File: src/dpkd_pkg.sv
package dpkd_pkg;

	localparam int NUM_KEYS_DEF = 16;
	localparam int KEY_W = 4;
	localparam int SIG_W = 2;
	localparam int STABLE_W = 8;
	localparam int STUCK_W = 16;

	localparam logic [STABLE_W-1:0] STABLE_RESET = 8'd2;
	localparam logic [STUCK_W-1:0] STUCK_RESET = 16'd250;

	typedef enum logic [1:0] {
		EV_NONE = 2'd0,
		EV_PRESS = 2'd1,
		EV_RELEASE = 2'd2,
		EV_RELEARN = 2'd3
	} event_t;

	typedef enum logic {
		CMD_SAMPLE = 1'b0,
		CMD_CALIBRATE = 1'b1
	} command_t;

	typedef enum logic {
		CFG_STABLE = 1'b0,
		CFG_STUCK = 1'b1
	} cfg_reg_t;

	typedef struct packed {
		logic [SIG_W-1:0] rest_sig;
		logic [SIG_W-1:0] partial_sig;
		logic [SIG_W-1:0] prev_sig;
		logic [STABLE_W-1:0] match_cnt;
		logic pressed;
		logic [STUCK_W-1:0] held_cnt;
	} key_state_t;

	typedef struct packed {
		logic command;
		logic [KEY_W-1:0] key;
		logic phase;
		logic level;
		logic [SIG_W-1:0] base_sig;
	} item_t;

	typedef struct packed {
		event_t ev;
		logic [SIG_W-1:0] settled;
	} result_t;

endpackage

File: src/dual_pull_key_debouncer.sv
// Dual-pull key debouncer for a bank of keys.
// Item channel (item_valid/item_stall): one beat per pin sample or calibrate
// command, fields command, key_index, phase, level, baseline_signature.
// Result channel (res_valid/res_stall): exactly one beat per item, carrying
// event_res, event_key and settled_signature, in item order.
// Config channel (cfg_valid/cfg_ready): cfg_index 0 writes stable_cycles,
// 1 writes stuck_limit from cfg_data; cfg_ready is always high. Write only
// while no item is in flight.
// An item is registered into the update stage, and its result into the
// output stage that drives res_valid and the result fields.
// Throughput: one item per cycle while results are not stalled. Per-key
// state is read from a memory when an item is taken and written back
// when it leaves the update stage; a write to the key being read is
// forwarded, so back-to-back items on one key see each other's updates.
// Reset: all keys read as zero state (per-key written flags), registers
// return to stable_cycles 2 and stuck_limit 250; no clearing pass.
// Stall: a stalled result holds; one more item is taken into the update
// stage, then item_stall rises until the result is taken.
module dual_pull_key_debouncer #(
	parameter int NUM_KEYS = dpkd_pkg::NUM_KEYS_DEF
) (
	input logic clk,
	input logic arst_n,
	input logic item_valid,
	output logic item_stall,
	input logic command,
	input logic [dpkd_pkg::KEY_W-1:0] key_index,
	input logic phase,
	input logic level,
	input logic [dpkd_pkg::SIG_W-1:0] baseline_signature,
	output logic res_valid,
	input logic res_stall,
	output logic [1:0] event_res,
	output logic [dpkd_pkg::KEY_W-1:0] event_key,
	output logic [dpkd_pkg::SIG_W-1:0] settled_signature,
	input logic cfg_valid,
	output logic cfg_ready,
	input logic cfg_index,
	input logic [dpkd_pkg::STUCK_W-1:0] cfg_data
);

	localparam int IDX_W = (NUM_KEYS > 1) ? $clog2(NUM_KEYS) : 1;
	localparam int EXT_W = (IDX_W > dpkd_pkg::KEY_W) ? IDX_W : dpkd_pkg::KEY_W;

	logic [dpkd_pkg::STABLE_W-1:0] stable_q;
	logic [dpkd_pkg::STUCK_W-1:0] stuck_q;

	logic accept;
	logic move;
	logic in_range;
	logic hit;
	logic [EXT_W-1:0] key_ext;
	logic [EXT_W-1:0] key_ext_s1;
	logic [IDX_W-1:0] rd_addr;
	logic [IDX_W-1:0] wr_addr;

	logic vld_s1;
	dpkd_pkg::item_t item_s1;
	logic in_range_s1;
	logic fwd_s1;
	dpkd_pkg::key_state_t fwd_data_s1;
	dpkd_pkg::key_state_t rd_data;
	logic rd_written;
	dpkd_pkg::key_state_t cur;
	dpkd_pkg::key_state_t nxt;
	dpkd_pkg::result_t res;

	logic vld_s2;
	dpkd_pkg::result_t res_s2;
	logic [dpkd_pkg::KEY_W-1:0] key_s2;

	assign cfg_ready = 1'b1;

	always_ff @(posedge clk or negedge arst_n) begin
		if (!arst_n) begin
			stable_q <= dpkd_pkg::STABLE_RESET;
			stuck_q <= dpkd_pkg::STUCK_RESET;
		end else if (cfg_valid) begin
			unique case (cfg_index)
				dpkd_pkg::CFG_STABLE: stable_q <= cfg_data[dpkd_pkg::STABLE_W-1:0];
				dpkd_pkg::CFG_STUCK: stuck_q <= cfg_data;
				default: ;
			endcase
		end
	end

	assign move = vld_s1 && (!vld_s2 || !res_stall);
	assign item_stall = vld_s1 && !move;
	assign accept = item_valid && !item_stall;

	assign in_range = 32'(key_index) < NUM_KEYS;
	assign key_ext = EXT_W'(key_index);
	assign key_ext_s1 = EXT_W'(item_s1.key);
	assign rd_addr = key_ext[IDX_W-1:0];
	assign wr_addr = key_ext_s1[IDX_W-1:0];
	assign hit = move && in_range_s1 && (item_s1.key == key_index);

	dpkd_state_mem #(
		.NUM_KEYS(NUM_KEYS)
	) u_mem (
		.clk(clk),
		.arst_n(arst_n),
		.rd_en(accept),
		.rd_addr(rd_addr),
		.rd_data(rd_data),
		.rd_written(rd_written),
		.wr_en(move && in_range_s1),
		.wr_addr(wr_addr),
		.wr_data(nxt)
	);

	always_ff @(posedge clk or negedge arst_n) begin
		if (!arst_n) begin
			vld_s1 <= 1'b0;
		end else if (accept) begin
			vld_s1 <= 1'b1;
		end else if (move) begin
			vld_s1 <= 1'b0;
		end
	end

	always_ff @(posedge clk) begin
		if (accept) begin
			item_s1 <= '{command: command, key: key_index, phase: phase, level: level,
				base_sig: baseline_signature};
			in_range_s1 <= in_range;
			fwd_s1 <= hit;
			fwd_data_s1 <= nxt;
		end
	end

	always_comb begin
		if (fwd_s1) begin
			cur = fwd_data_s1;
		end else if (rd_written) begin
			cur = rd_data;
		end else begin
			cur = '0;
		end
	end

	dpkd_update u_update (
		.item(item_s1),
		.in_range(in_range_s1),
		.cur(cur),
		.stable_cycles(stable_q),
		.stuck_limit(stuck_q),
		.nxt(nxt),
		.res(res)
	);

	always_ff @(posedge clk or negedge arst_n) begin
		if (!arst_n) begin
			vld_s2 <= 1'b0;
		end else if (move) begin
			vld_s2 <= 1'b1;
		end else if (!res_stall) begin
			vld_s2 <= 1'b0;
		end
	end

	always_ff @(posedge clk) begin
		if (move) begin
			res_s2 <= res;
			key_s2 <= item_s1.key;
		end
	end

	assign res_valid = vld_s2;
	assign event_res = res_s2.ev;
	assign event_key = key_s2;
	assign settled_signature = res_s2.settled;

endmodule

File: src/dpkd_state_mem.sv
module dpkd_state_mem #(
	parameter int NUM_KEYS = dpkd_pkg::NUM_KEYS_DEF,
	localparam int IDX_W = (NUM_KEYS > 1) ? $clog2(NUM_KEYS) : 1
) (
	input logic clk,
	input logic arst_n,
	input logic rd_en,
	input logic [IDX_W-1:0] rd_addr,
	output dpkd_pkg::key_state_t rd_data,
	output logic rd_written,
	input logic wr_en,
	input logic [IDX_W-1:0] wr_addr,
	input dpkd_pkg::key_state_t wr_data
);

	dpkd_pkg::key_state_t mem [NUM_KEYS];
	logic [NUM_KEYS-1:0] written_q;

	always_ff @(posedge clk) begin
		if (wr_en) begin
			mem[wr_addr] <= wr_data;
		end
		if (rd_en) begin
			rd_data <= mem[rd_addr];
		end
	end

	always_ff @(posedge clk or negedge arst_n) begin
		if (!arst_n) begin
			written_q <= '0;
			rd_written <= 1'b0;
		end else begin
			if (wr_en) begin
				written_q[wr_addr] <= 1'b1;
			end
			if (rd_en) begin
				rd_written <= written_q[rd_addr];
			end
		end
	end

endmodule

File: src/dpkd_update.sv
module dpkd_update (
	input dpkd_pkg::item_t item,
	input logic in_range,
	input dpkd_pkg::key_state_t cur,
	input logic [dpkd_pkg::STABLE_W-1:0] stable_cycles,
	input logic [dpkd_pkg::STUCK_W-1:0] stuck_limit,
	output dpkd_pkg::key_state_t nxt,
	output dpkd_pkg::result_t res
);

	logic [dpkd_pkg::SIG_W-1:0] sig;
	logic now_pressed;
	logic [dpkd_pkg::STUCK_W-1:0] held_inc;

	always_comb begin
		sig = cur.partial_sig | {1'b0, item.level};
		now_pressed = (sig != cur.rest_sig);
		held_inc = cur.held_cnt + 16'd1;
		nxt = cur;
		res.ev = dpkd_pkg::EV_NONE;
		if (item.command == dpkd_pkg::CMD_CALIBRATE) begin
			nxt.rest_sig = item.base_sig;
			nxt.partial_sig = item.base_sig;
			nxt.prev_sig = item.base_sig;
			nxt.match_cnt = stable_cycles;
			nxt.pressed = 1'b0;
			nxt.held_cnt = '0;
		end else if (!item.phase) begin
			nxt.partial_sig = {item.level, 1'b0};
		end else begin
			nxt.partial_sig = sig;
			if (sig != cur.prev_sig) begin
				nxt.prev_sig = sig;
				nxt.match_cnt = 8'd1;
			end else if (cur.match_cnt < stable_cycles) begin
				nxt.match_cnt = cur.match_cnt + 8'd1;
			end else if (now_pressed != cur.pressed) begin
				nxt.pressed = now_pressed;
				nxt.held_cnt = '0;
				res.ev = now_pressed ? dpkd_pkg::EV_PRESS : dpkd_pkg::EV_RELEASE;
			end else if (now_pressed) begin
				nxt.held_cnt = held_inc;
				if (held_inc > stuck_limit) begin
					nxt.rest_sig = sig;
					nxt.pressed = 1'b0;
					nxt.held_cnt = '0;
					res.ev = dpkd_pkg::EV_RELEARN;
				end
			end
		end
		res.settled = nxt.prev_sig;
		if (!in_range) begin
			res.ev = dpkd_pkg::EV_NONE;
			res.settled = '0;
		end
	end

endmodule

File: config.mk
export PLATFORM = sky130hd
export DESIGN_NAME = dual_pull_key_debouncer
export DESIGN_NICKNAME = d
export VERILOG_FILES = /design/src/dpkd_pkg.sv /design/src/dual_pull_key_debouncer.sv /design/src/dpkd_state_mem.sv /design/src/dpkd_update.sv
export SDC_FILE = /design/constraint.sdc
export NUM_CORES = 1
export LEC_CHECK = 0
export ABC_AREA = 1
export BUFFER_PORTS_ARGS = -buffer_cell sky130_fd_sc_hd__buf_2
export CAP_MARGIN = 20
export CORE_UTILIZATION = 60
export DETAILED_ROUTE_END_ITERATION = 10
export PLACE_DENSITY = 0.83
export SLEW_MARGIN = 20
export SYNTH_ARGS = -nofsm -noshare
export SYNTH_HDL_FRONTEND = slang
export SYNTH_SLANG_ARGS = --single-unit
export TNS_END_PERCENT = 5
File: constraint.sdc
create_clock -name clk -period 4.55 [get_ports clk]
set_clock_uncertainty 0.05 [all_clocks]
set_input_delay 0.91 -clock clk [delete_from_list [all_inputs] [get_ports clk]]
set_output_delay 0.91 -clock clk [all_outputs]
set_load 0.03 [all_outputs]
# Word-level counts from Yosys, hierarchy flattened

Memories as Yosys holds them, arrays and structs flattened. A register that Yosys moved wholly into a read port is not among the register bits.
Cells that the tools add are included.

Register bits: 92
Bits in latches: 0
Memory bits (writable): 496
Bits in read-only memories: 0
Input port bits: 31
Word-level logic and storage cells: 85
Memories kept: 1

Memories:

| name      | depth | width | rd ports | clocked after memory_dff | wr ports | RTL line             | source |
|---|---|---|---|---|---|---|---|
| u_mem.mem | 16    | 31    | 1        | 1                        | 1        | dpkd_state_mem.sv:16 | `dpkd_pkg::key_state_t mem [NUM_KEYS];` |

Add/subtract/negate cells: 2
Multipliers: 0
Divide/modulo/power cells: 0
Magnitude comparators: 5
Equality and inequality tests: 5
Shift operators: 0
Multiplexer cells: 33
Bitwise logic cells: 4
Reduce and logical (&&, ||, !) cells: 14

Operators by type and width:

| cell                                                               | count |
|---|---|
| two-way mux 31 bit                                                 | 3 |
| two-way mux 17 bit                                                 | 5 |
| two-way mux 27 bit                                                 | 1 |
| two-way mux 2 bit                                                  | 12 |
| adder 16 x 1 -> 16 bit (second input constant)                     | 1 |
| greater-than comparator 16 bit                                     | 1 |
| two-way mux 8 bit                                                  | 2 |
| bitwise OR 16 bit                                                  | 1 |
| less-than comparator 4 x 5 -> 1 bit (second input constant)        | 2 |
| adder 8 x 1 -> 8 bit (second input constant)                       | 1 |
| less-than comparator 8 bit                                         | 1 |
| two-way mux 1 bit                                                  | 8 |
| logical AND 1 bit                                                  | 5 |
| binary-select mux 1 bit (select 4 bit)                             | 1 |
| demux 1 bit (select 4 bit)                                         | 1 |
| == test 4 bit                                                      | 1 |
| greater-or-equal comparator 4 x 1 -> 1 bit (second input constant) | 1 |
| zero test 1 bit                                                    | 4 |
| inequality test 2 bit                                              | 2 |
| AND reduction 2 bit                                                | 2 |
| OR reduction 4 bit                                                 | 1 |
| inequality test 2 x 1 -> 1 bit (second input constant)             | 1 |
| NOT 1 bit                                                          | 2 |
| bitwise OR 2 x 1 -> 2 bit                                          | 1 |
| 3 further kinds                                                    | 3 |

# Depth between registers and ports, before layout

Word-level depth: 11
Depth in mapped cells: 24
Mapped depth without buffers: 22

# Hierarchy

Synthesis repeated with hierarchy kept, for this count alone.

Cell total of the unflattened synthesis: 2182
Area total of the unflattened synthesis: 26120.1 µm²

By module, submodules not included:

| module                  | instances | cells each | area an instance (µm²) |
|---|---|---|---|
| dpkd_state_mem          | 1         | 1571       | 21162.8 |
| dual_pull_key_debouncer | 1         | 277        | 3119.2 |
| dpkd_update             | 1         | 334        | 1838.0 |

# Least setup slack after synthesis

OpenSTA, ideal clock, no wires.

Path kind: input to register
From: in res_stall
To: mem u_mem.mem[10][0] (netlist name), enable pin
Setup time: 0.420 ns
Data arrival time: 3.254 ns
Required time: 4.080 ns
Path slack: 0.826 ns
Stages: 3
Path buffers: 0
Path through: a21oi_1 nand3_1 nor2_1

Cells in the longest elaborated chain, start to end: 5

RTL lines:

| what                                    | RTL line                      | source |
|---|---|---|
| from (decl)                             | dual_pull_key_debouncer.sv:32 | `input logic res_stall,` |
| zero test 1 bit                         | --                            |  |
| logical OR 1 bit                        | dual_pull_key_debouncer.sv:87 | `assign move = vld_s1 && (!vld_s2 \|\| !res_stall);` |
| logical AND 1 bit                       | dual_pull_key_debouncer.sv:87 |  |
| two-way mux 1 bit                       | dpkd_state_mem.sv:20          | `if (wr_en) begin` |
| two-way mux 1 bit (implied by the code) | dpkd_state_mem.sv:21          | `mem[wr_addr] <= wr_data;` |
| to (decl)                               | dpkd_state_mem.sv:16          |  |

Every way passes these cells.

==> results.json <==
{
  "num_antenna_cells": 0,
  "drive_above_1_share": 0.128,
  "io_buffers": 40,
  "gp_congestion": 0.933,
  "place_inst": 2595,
  "antenna_found_initial": 1,
  "finalHoldViolations": 0,
  "post_dp_cell_area_sq_um": 26700,
  "postCtsSetupBuffers": 0,
  "cts_resized": 0,
  "grt_max_degree": 227,
  "async_flop_share": 0.0695,
  "synth_edf_count": 576,
  "seq_area_frac_synth": 0.714,
  "path_clk_slew_ps": 70,
  "vias": 17700,
  "grt_pass1_vias": 17100,
  "synth-seq-cells": 619,
  "critical_path.most_common_cell": "nand2_1",
  "dr.pass1.iters": 6,
  "cts_buffers": 58,
  "stdcell_count": 2704,
  "cts_tree": "yes",
  "ys_types": 47,
  "wl_per_cell_microns": 24.6,
  "clockBufferDepth": 3,
  "routed_via_density": 6.54,
  "synth_ff_type": "edfxtp_1",
  "worstPathMaxFanout": 17,
  "cts-root-buf": "clkbuf_16",
  "die_w_microns": 209,
  "critical_path.endpoint": "u_mem.mem[5][11]",
  "crit_family": "simple AND/OR/NAND/NOR gates",
  "fin_setup_tns_ps": 0,
  "grt_pass1_wl_microns": 100000,
  "yosysTopAreaCell": "edfxtp_1",
  "final_core_util": 0.679,
  "crit_path_start": "u_mem.rd_written",
  "max_freq_mhz": 240,
  "crit_chain": "buf_4, nand2_1, nand2_1, o21ai_1, inv_1, ha_1, inv_1, nor2_2, nand2_1, xor2_2, ha_1, nand4_1, nor3_1, nand3_1, a21oi_4, nand3_1, a21oi_1, buf_4",
  "drcViolationCount": 0,
  "dieArea_sq_um": 43700,
  "path_depth": 18,
  "cts_max_level": 2,
  "fin_crit_sh": 0.915,
  "overflow": 0,
  "crit_slowest_cell": "dfrtp_1",
  "synth.top_cells.by_area": "edfxtp_1, o21ai_0, nor2_1, dfrtp_1, o221ai_1",
  "coreArea_sq_um": 42100,
  "final-setup-viol-count": 0,
  "r2r-start": "u_mem.rd_written",
  "worst-path-buf-inv": 4,
  "initial_core_util": 0.611,
  "start_kind": "flip-flop",
  "io_pins": 42,
  "min_period_ps": 4170,
  "drt_iter0_drc": 2492,
  "rr_endpoint": "u_mem.mem[5][11]",
  "ys_warn_count": 0,
  "worstMarginPinSlew_ps": 1040,
  "final_common_cell": "edfxtp_1",
  "rsz0062_at_grt": "no",
  "syn_area_per_cell_sq_um": 12.4,
  "powerDensity_nw_per_um2": 448,
  "syn_nets": 2130,
  "synthCells": 2074,
  "power_leakage_nw": 10.1,
  "min_path_type": "in -> async",
  "cts.sinks": 619,
  "grtUsageTotal": 0.307,
  "cts_hold_buf": 0,
  "required_ps": 4950,
  "ir_drop_mv": 0.314,
  "drv_slew": 0,
  "crit_path_max_incr_delay_ps": 620,
  "nets": 2172,
  "critPathArrivalTime_ps": 4570,
  "maxSlewHeadroom": 0.309,
  "die_h_microns": 209,
  "syn_area_sq_um": 25700,
  "yosysTopAreaCellShare": 0.672,
  "final_design_area_no_fill_sq_um": 28600,
  "status": "finished, final reports clean",
  "hpwl_microns": 36900,
  "r2r_slack_ps": 380,
  "area_growth_pct": 11.2,
  "ant_nets": 0,
  "path_class": "reg -> reg",
  "fin_hold_ws_ps": 391,
  "max_cap_violations": 0,
  "final_cell_mix": "edfxtp_1, nor2_1, o21ai_0",
  "worstSkewPairLatency_ps": 630,
  "reg2reg_depth": 18,
  "wl_microns": 66600,
  "num_rows": 75,
  "critPathCaptureType": "flip-flop"
}
per-layer routing:
metal / track usage / part of all wire
met5: 0 / 0
met4: 0.129 / 0.037
met1: 0.429 / 0.38
met2: 0.471 / 0.46
met3: 0.0648 / 0.12
sequential cells by signal (all words and copies together) (netlist names):
register           count
event_key              4
event_res              2
fwd_data_s1           31
fwd_s1                 1
item_s1                5
key_ext_s1             4
res_valid              1
settled_signature      2
stable_q               8
stuck_q               16
u_mem.mem            496
u_mem.rd_data         31
u_mem.rd_written       1
u_mem.written_q       16
vld_s1                 1
Yosys cell counts (5+ instances only):
cell type and n:
edfxtp_1 576, nor2_1 309, o21ai_0 287, nand2_1 224, clkbuf_1 104, inv_1 100
o221ai_1 99, nand3_1 80, a21oi_1 45, dfrtp_1 36, o211ai_1 30, o22ai_1 27
ha_1 25, nand2_2 11, or2_2 10, buf_6 8, o21ai_2 8, xor2_1 8
dfstp_2 7, nor2_2 7, o21ai_1 7, a22oi_1 6, inv_2 6, buf_1 5
nand4_1 5
how the worst min path moves through the flow:
stage | from | slack [ps] | to | cells after the start
2_1_floorplan | u_mem.written_q[11] | 380 | u_mem.written_q[11] | 2
3_3_place_gp | vld_s1 | 390 | res_valid | 2
3_5_place_dp | u_mem.written_q[9] | 400 | u_mem.written_q[9] | 2
4_1_cts | arst_n | 400 | vld_s1 | 1
5_1_grt | baseline_signature[1] | 400 | item_s1[1] | 1
6_report | arst_n | 390 | res_valid | 1
cell type report:
cell class	count	area [sq um]
clock buffers	77	1550
repair buffers	106	769
inverters	112	432
fillers	2726	13500
flip-flops and latches	619	18400
clock inverters	32	309
well taps	539	674
multi-input cells	1219	6490
through the flow:
step                total power [mW]  setup WS, ps
floorplan                       7.67           826
global placement                8.08           522
detailed placement              8.14           472
CTS                             12.8           383
global route                    13.2          14.1
finish                          12.8           385
worst reg2reg max path: stages, from the launching register on:
cell	delay, ps
dfrtp_1	620
buf_4	240
nand2_1	50
nand2_1	50
o21ai_1	100
inv_1	100
ha_1	210
inv_1	60
nor2_2	210
nand2_1	120
xor2_2	170
ha_1	300
nand4_1	80
nor3_1	220
nand3_1	290
a21oi_4	530
nand3_1	170
a21oi_1	190
buf_4	220
report_power, final:
part | leakage, nW | internal (mW) | switching (mW)
Sequential | 5.79 | 6.59 | 0.0975
Clock | 0.900 | 2.69 | 2.07
Combinational | 3.41 | 0.380 | 1.01
logic make-up after synthesis:
family                   count (synthesis)  synth area share
AO/OA/AOI/OAI                          523             0.125
XOR/XNOR                                12           0.00496
adder cells (fa/ha/maj)                 25            0.0122
buffers and inverters                  236            0.0380
flip-flops                             619             0.714
other                                    1          0.000146
AND/OR/NAND/NOR                        658             0.106
(Power assumes the default switching activity.)
